<file path="src/rtl/assert_macros.svh">
// assertion helpers shared by the rtl
`ifndef ASSERT_MACROS_SVH
`define ASSERT_MACROS_SVH
`ifndef SYNTH
// implication or plain property checked every clock outside reset
`define LFU_ASSERT(lbl, clk, rst_n, prop) \
  lbl: assert property (@(posedge clk) disable iff (!rst_n) (prop)) \
    else $error("lfu assertion failed");
// condition that must never be seen outside reset
`define LFU_NEVER(lbl, clk, rst_n, cond) \
  lbl: assert property (@(posedge clk) disable iff (!rst_n) !(cond)) \
    else $error("lfu forbidden condition seen");
`else
`define LFU_ASSERT(lbl, clk, rst_n, prop)
`define LFU_NEVER(lbl, clk, rst_n, cond)
`endif
`endif

</file>
<file path="src/rtl/lfu_pkg.sv">
`default_nettype none
package lfu_pkg;

  localparam int unsigned KEY_W   = 32;
  localparam int unsigned VAL_W   = 31;
  localparam int unsigned CNT_W   = 32;
  localparam int unsigned STAMP_W = 64;
  localparam int unsigned CFG_W   = 7;

  localparam logic [CFG_W-1:0] CAP_RESET = 7'd64;
  localparam logic [CNT_W-1:0] CNT_MAX   = '1;

  // request op codes
  localparam logic OP_GET = 1'b0;
  localparam logic OP_PUT = 1'b1;

  typedef struct packed {
    logic             op;
    logic [KEY_W-1:0] key;
    logic [VAL_W-1:0] value;
  } in_t;

  typedef struct packed {
    logic             hit;
    logic [VAL_W-1:0] read_value;
    logic             evicted;
    logic [KEY_W-1:0] evicted_key;
  } out_t;

  typedef struct packed {
    logic               valid;
    logic [KEY_W-1:0]   key;
    logic [VAL_W-1:0]   value;
    logic [CNT_W-1:0]   count;
    logic [STAMP_W-1:0] stamp;
  } ent_t;

  // controller to datapath
  typedef struct packed {
    logic clr_en;
    logic scan_start;
    logic commit;
    logic out_load;
  } cmd_t;

  // datapath to controller
  typedef struct packed {
    logic clr_last;
    logic scan_done;
    logic out_free;
  } sts_t;

endpackage
`default_nettype wire

</file>
<file path="src/rtl/lfu_ctrl.sv">
`default_nettype none
`include "assert_macros.svh"
module lfu_ctrl import lfu_pkg::*; (
  input  wire logic clk,
  input  wire logic rst_n,
  input  wire logic in_valid,
  output logic      in_stall,
  input  wire sts_t sts,
  output cmd_t      cmd
);

  typedef enum logic [4:0] {
    ST_CLEAR  = 5'b00001,
    ST_IDLE   = 5'b00010,
    ST_SCAN   = 5'b00100,
    ST_COMMIT = 5'b01000,
    ST_RESP   = 5'b10000
  } state_t;

  state_t state_r, state_nxt;

  // request taken only between requests
  assign in_stall = (state_r != ST_IDLE);

  // next state and commands
  always_comb begin
    state_nxt = state_r;
    cmd       = '0;
    unique case (state_r)
      ST_CLEAR: begin
        cmd.clr_en = 1'b1;
        if (sts.clr_last) state_nxt = ST_IDLE;
      end
      ST_IDLE: begin
        if (in_valid) begin
          cmd.scan_start = 1'b1;
          state_nxt      = ST_SCAN;
        end
      end
      ST_SCAN: begin
        if (sts.scan_done) state_nxt = ST_COMMIT;
      end
      ST_COMMIT: begin
        cmd.commit = 1'b1;
        state_nxt  = ST_RESP;
      end
      ST_RESP: begin
        if (sts.out_free) begin
          cmd.out_load = 1'b1;
          state_nxt    = ST_IDLE;
        end
      end
      default: state_nxt = ST_CLEAR;
    endcase
  end

  // state register
  always_ff @(posedge clk) begin
    if (!rst_n) state_r <= ST_CLEAR;
    else        state_r <= state_nxt;
  end

  `LFU_ASSERT(a_scan_in_scan, clk, rst_n, sts.scan_done |-> state_r == ST_SCAN)
  `LFU_ASSERT(a_commit_resp, clk, rst_n, state_r == ST_COMMIT |=> state_r == ST_RESP)
  `LFU_ASSERT(a_accept_scan, clk, rst_n, (in_valid && !in_stall) |=> state_r == ST_SCAN)

endmodule
`default_nettype wire

</file>
<file path="config.mk">
export PLATFORM = sky130hd
export DESIGN_NAME = lfu_ctrl
export DESIGN_NICKNAME = d
export VERILOG_FILES = /design/src/rtl/lfu_pkg.sv /design/src/rtl/lfu_ctrl.sv
export VERILOG_INCLUDE_DIRS = /design/src /design/src/rtl
export SDC_FILE = /design/constraint.sdc
export NUM_CORES = 1
export LEC_CHECK = 0
export BUFFER_PORTS_ARGS = -buffer_cell sky130_fd_sc_hd__clkbuf_2
export CAP_MARGIN = 20
export CORE_AREA = 4 4 41 43
export CTS_CLUSTER_SIZE = 30
export DETAILED_ROUTE_END_ITERATION = 7
export DIE_AREA = 0 0 45 47
export PLACE_DENSITY_LB_ADDON = 0.12
export SETUP_SLACK_MARGIN = 0.02
export SKIP_CTS_REPAIR_TIMING = 1
export SLEW_MARGIN = 20
export SYNTH_ARGS = -nofsm -noshare
export SYNTH_HDL_FRONTEND = slang
export SYNTH_SLANG_ARGS = --single-unit
export TNS_END_PERCENT = 50
</file>
<file path="constraint.sdc">
create_clock -name clk -period 4.7 [get_ports clk]
set_input_delay 0.94 -clock clk [delete_from_list [all_inputs] [get_ports clk]]
set_output_delay 0.94 -clock clk [all_outputs]
set_load 0.02 [all_outputs]
</file>
[Word-level counts from Yosys, hierarchy flattened]
Index checks and enable logic that the tools add are counted.
Operators by class
  add/sub/neg operators: 0
  multiply operators: 0
  div/mod/pow operators: 0
  magnitude comparators: 0
  eq/ne operators: 10
  shift operators: 0
  mux-type cells: 11
  bitwise operators: 0
  reductions and logical operators: 1
Operators with widths (number)
  case mux 5 bit (5 select lines): 1
  2-to-1 mux 5 bit: 4
  inequality test 2 bit (second input constant): 4
  2-to-1 mux 1 bit: 6
  equality test 5 x 1 -> 1 bit (second input constant): 1
  equality test 5 x 2 -> 1 bit (second input constant): 1
  equality test 5 x 3 -> 1 bit (second input constant): 1
  equality test 5 x 4 -> 1 bit (second input constant): 1
  equality test 5 bit (second input constant): 1
  inequality test 5 x 2 -> 1 bit (second input constant): 1
  AND reduction 4 bit: 1
Storage, ports and cells
  register bits after elaboration: 5
  bits in latches: 0
  RAM bits: 0
  bits in read-only memories: 0
  input port bits: 6
  output and inout port bits: 5
  logic and storage cells: 23
  memories kept: 0

[Depth between registers and ports, before layout]
  depth in word-level cells: 3
  mapped depth: 6
  mapped depth without buffers: 5

[Least setup slack after synthesis]
OpenSTA, ideal clock, no wires.
  path kind: input to output
  start: input sts[0] in the netlist's numbering
  end: output cmd[0] in the netlist's numbering
  arrival: 1605 ps
  required time: 3760 ps
  path slack: 2155 ps
  stages: 2
  path buffers: 0
  cell sequence: nand2_1 nor4_1
RTL lines
  from (decl): line lfu_ctrl.sv:8  | input wire sts_t sts,
  to (decl): line lfu_ctrl.sv:9  | output cmd_t cmd

==> impl_results.md <==
* Routed vias/inst at around 4.9
* Max Clock Freq at 0.3969 GHz
* Final net count at 61
* Die Area at between 0.002 and 0.0025 mm²
* Max Cap Viol at 0
* DRT antenna net count at 0
* Worst slack, placed at around 2.3 ns
* Crit Path Class: reg2out
* Finished Core Util at 32.98%
* Cts bufs inserted at 3
* Worst clock skew at ~0.00029 ns
* Total gr overflow at 0
* Peak VDD IR at about 0.00015 V
* Vias in the first global route at 308
* Period minus WS final at roughly 2.5 ns
* Pwr/cell area at 513.1 mW/mm²
* Clock Latency Late Sink at 0.24 ns
* Crit. End Element: output pin
* Placed Cells at between 60 and 70
* Placer Congestion at 0.7037
* Pins Over Slew Limit at 0
* Pwr Total at 0.2202 mW
* Cell row count at 13
* Avg Inst Size Synth at slightly above 8 µm²
* Max_slew headroom at 75.25%
* Outcome: completed
* Clock tree buffer depth at 2
* Hold WC Path Type: reg2reg
* Share of layout cells above drive strength 1 at around a third
* CP required at approximately 3.8 ns
* Pin count of the biggest net entering global routing at 10
* Chip width at approximately 45 µm
* Hold_ws at approximately 0.56 ns
* Leakage power at 0.1759 nW
* Final setup viols at 0
* Residual DRC at 0
* DRT iter0 DRCs at 1
* DR WL/cell at 11.62 µm
* Synth Net Count at 50
* Largest register FFs at 5
* Post-DP HPWL at 611.2 µm
* Synth area leaders: dfxtp_1 28%, nor3b_1 13%, mux2i_1 5.6%
* Crit path launch type: flip-flop
* First drt pass iteration count at 2
* Die Ht at approximately 47 µm
* Measured slew at the worst slew-check pin at roughly 0.37 ns
* Worst Hold Depth at 2
* N_diodes at 0
* FF+latch count, synth at 5
* Area grow syn2layout at 19.51%
* Most frequent cells in the layout: 10 x clkbuf_2, 6 x nor3b_1, 5 x nand2_1, 5 x dfxtp_1
* Gr usage total at 8.617%
* Total routed wirelength at 802 µm
* Synthesized area at around 360 µm²
* Post-route cell area at roughly 430 µm²
* Final WS setup at between 2 and 2.5 ns
* Library cells used by synthesis at 23
* Leading cell type in the layout, fill and taps excluded: clkbuf_2
* Setup TNS at 0 ns
* Yosys top cell area share at between 20% and 30%
* FILL cells at 154
* Antenna violations before repair at 0
* Biggest register: state_r
* # IOs at 11
* Root Driver: clkbuf_4
* CTS tree: done
* Finished Layout Cells at between 60 and 70
* Dpl cell area at between 400 and 500 µm²
* Area leader, netlist: dfxtp_1
* Registers with the most flip-flops: state_r: 5 flops
* First-pass GRT wire length at approximately 1.3 mm
* Register area share after synthesis at 27.87%
* Post-Syn Instances at between 40 and 50
* Starting Density at between 20 and 30%
* Cells on worst reg2reg path at 4
* Via count at between 300 and 400
* Clock transition at path regs at around 0.040 ns
* Final hold violation count at 0
* Area of the core at 0.001301 mm²
* CP max FO at 9
* CTS H-tree depth at 1
* Clk sink count at 5
* YS warnings at 0
* Final Cycle Share at between 50% and 60%
* PortBufs at 10
* RSZ-0062 raised after global routing: false
* Arr. time, crit path at roughly 1.6 ns
-- worst max-delay path, cell delays in order (launching register included) --
cell and delay [ns]:
dfxtp_1 0.38, nor3_1 0.38, and3b_2 0.29, and2_1 0.13
clkbuf_2 0.16
-- power breakdown --
group | internal (mW) | switching [mW] | total (mW)
logic | 0.0501 | 0.0497 | 0.0998
clock network | 0.0321 | 0.0175 | 0.0495
registers | 0.0518 | 0.0191 | 0.0709
-- cell usage after synthesis --
cell type and number:
nor3b_1 6, dfxtp_1 5, nand2_1 5, nand3_1 3
o21ai_0 3, and2_1 2, buf_4 2, mux2i_1 2
nor3_1 2, a31o_1 1, and3b_2 1, buf_2 1
clkbuf_2 1, inv_1 1, nand3_2 1, nand3b_1 1
nor2_1 1, nor4_1 1, o211ai_1 1, or2_2 1
or3_4 1, or4b_4 1, xor2_1 1
-- cell type report --
type / count / area [µm²] / area share (%)
flip-flops and latches: 5 / 100.1 / 23.32
multi-input cells: 34 / 230.2 / 53.64
inverters: 1 / 3.754 / 0.8746
well taps: 15 / 18.77 / 4.373
clock buffers: 4 / 26.28 / 6.122
repair buffers: 10 / 50.05 / 11.66
-- metal layers --
layer	routed length (µm)	up-vias	global-route usage, %
li1	-	175	-
met1	430	151	11.39
met2	318	10	11.30
met3	53	0	6.130
met4	0	0	1.754
met5	0	-	0
-- kinds of logic (layout without fill, tap and decap cells) --
family,after synthesis,count (layout),share of synthesized area (%)
compound gates,5,5,8.711
flops,5,5,27.88
simple gates,26,26,47.39
mux,2,2,5.575
buf+inv,5,15,8.009
xor+xnor,1,1,2.439
-- path summary, 6_finish.rpt --
kind / startpoint / end / slack, ns
max: state_r[3]$_SDFFE_PN0P_ / cmd[2] / 2.18
min: state_r[2]$_SDFFE_PN0P_ / state_r[3]$_SDFFE_PN0P_ / 0.56
max reg2reg: state_r[1]$_SDFFE_PN0P_ / state_r[1]$_SDFFE_PN0P_ / 3.02
min reg2reg: state_r[2]$_SDFFE_PN0P_ / state_r[3]$_SDFFE_PN0P_ / 0.56
No activity file was read; power rests on OpenSTA's default activity.
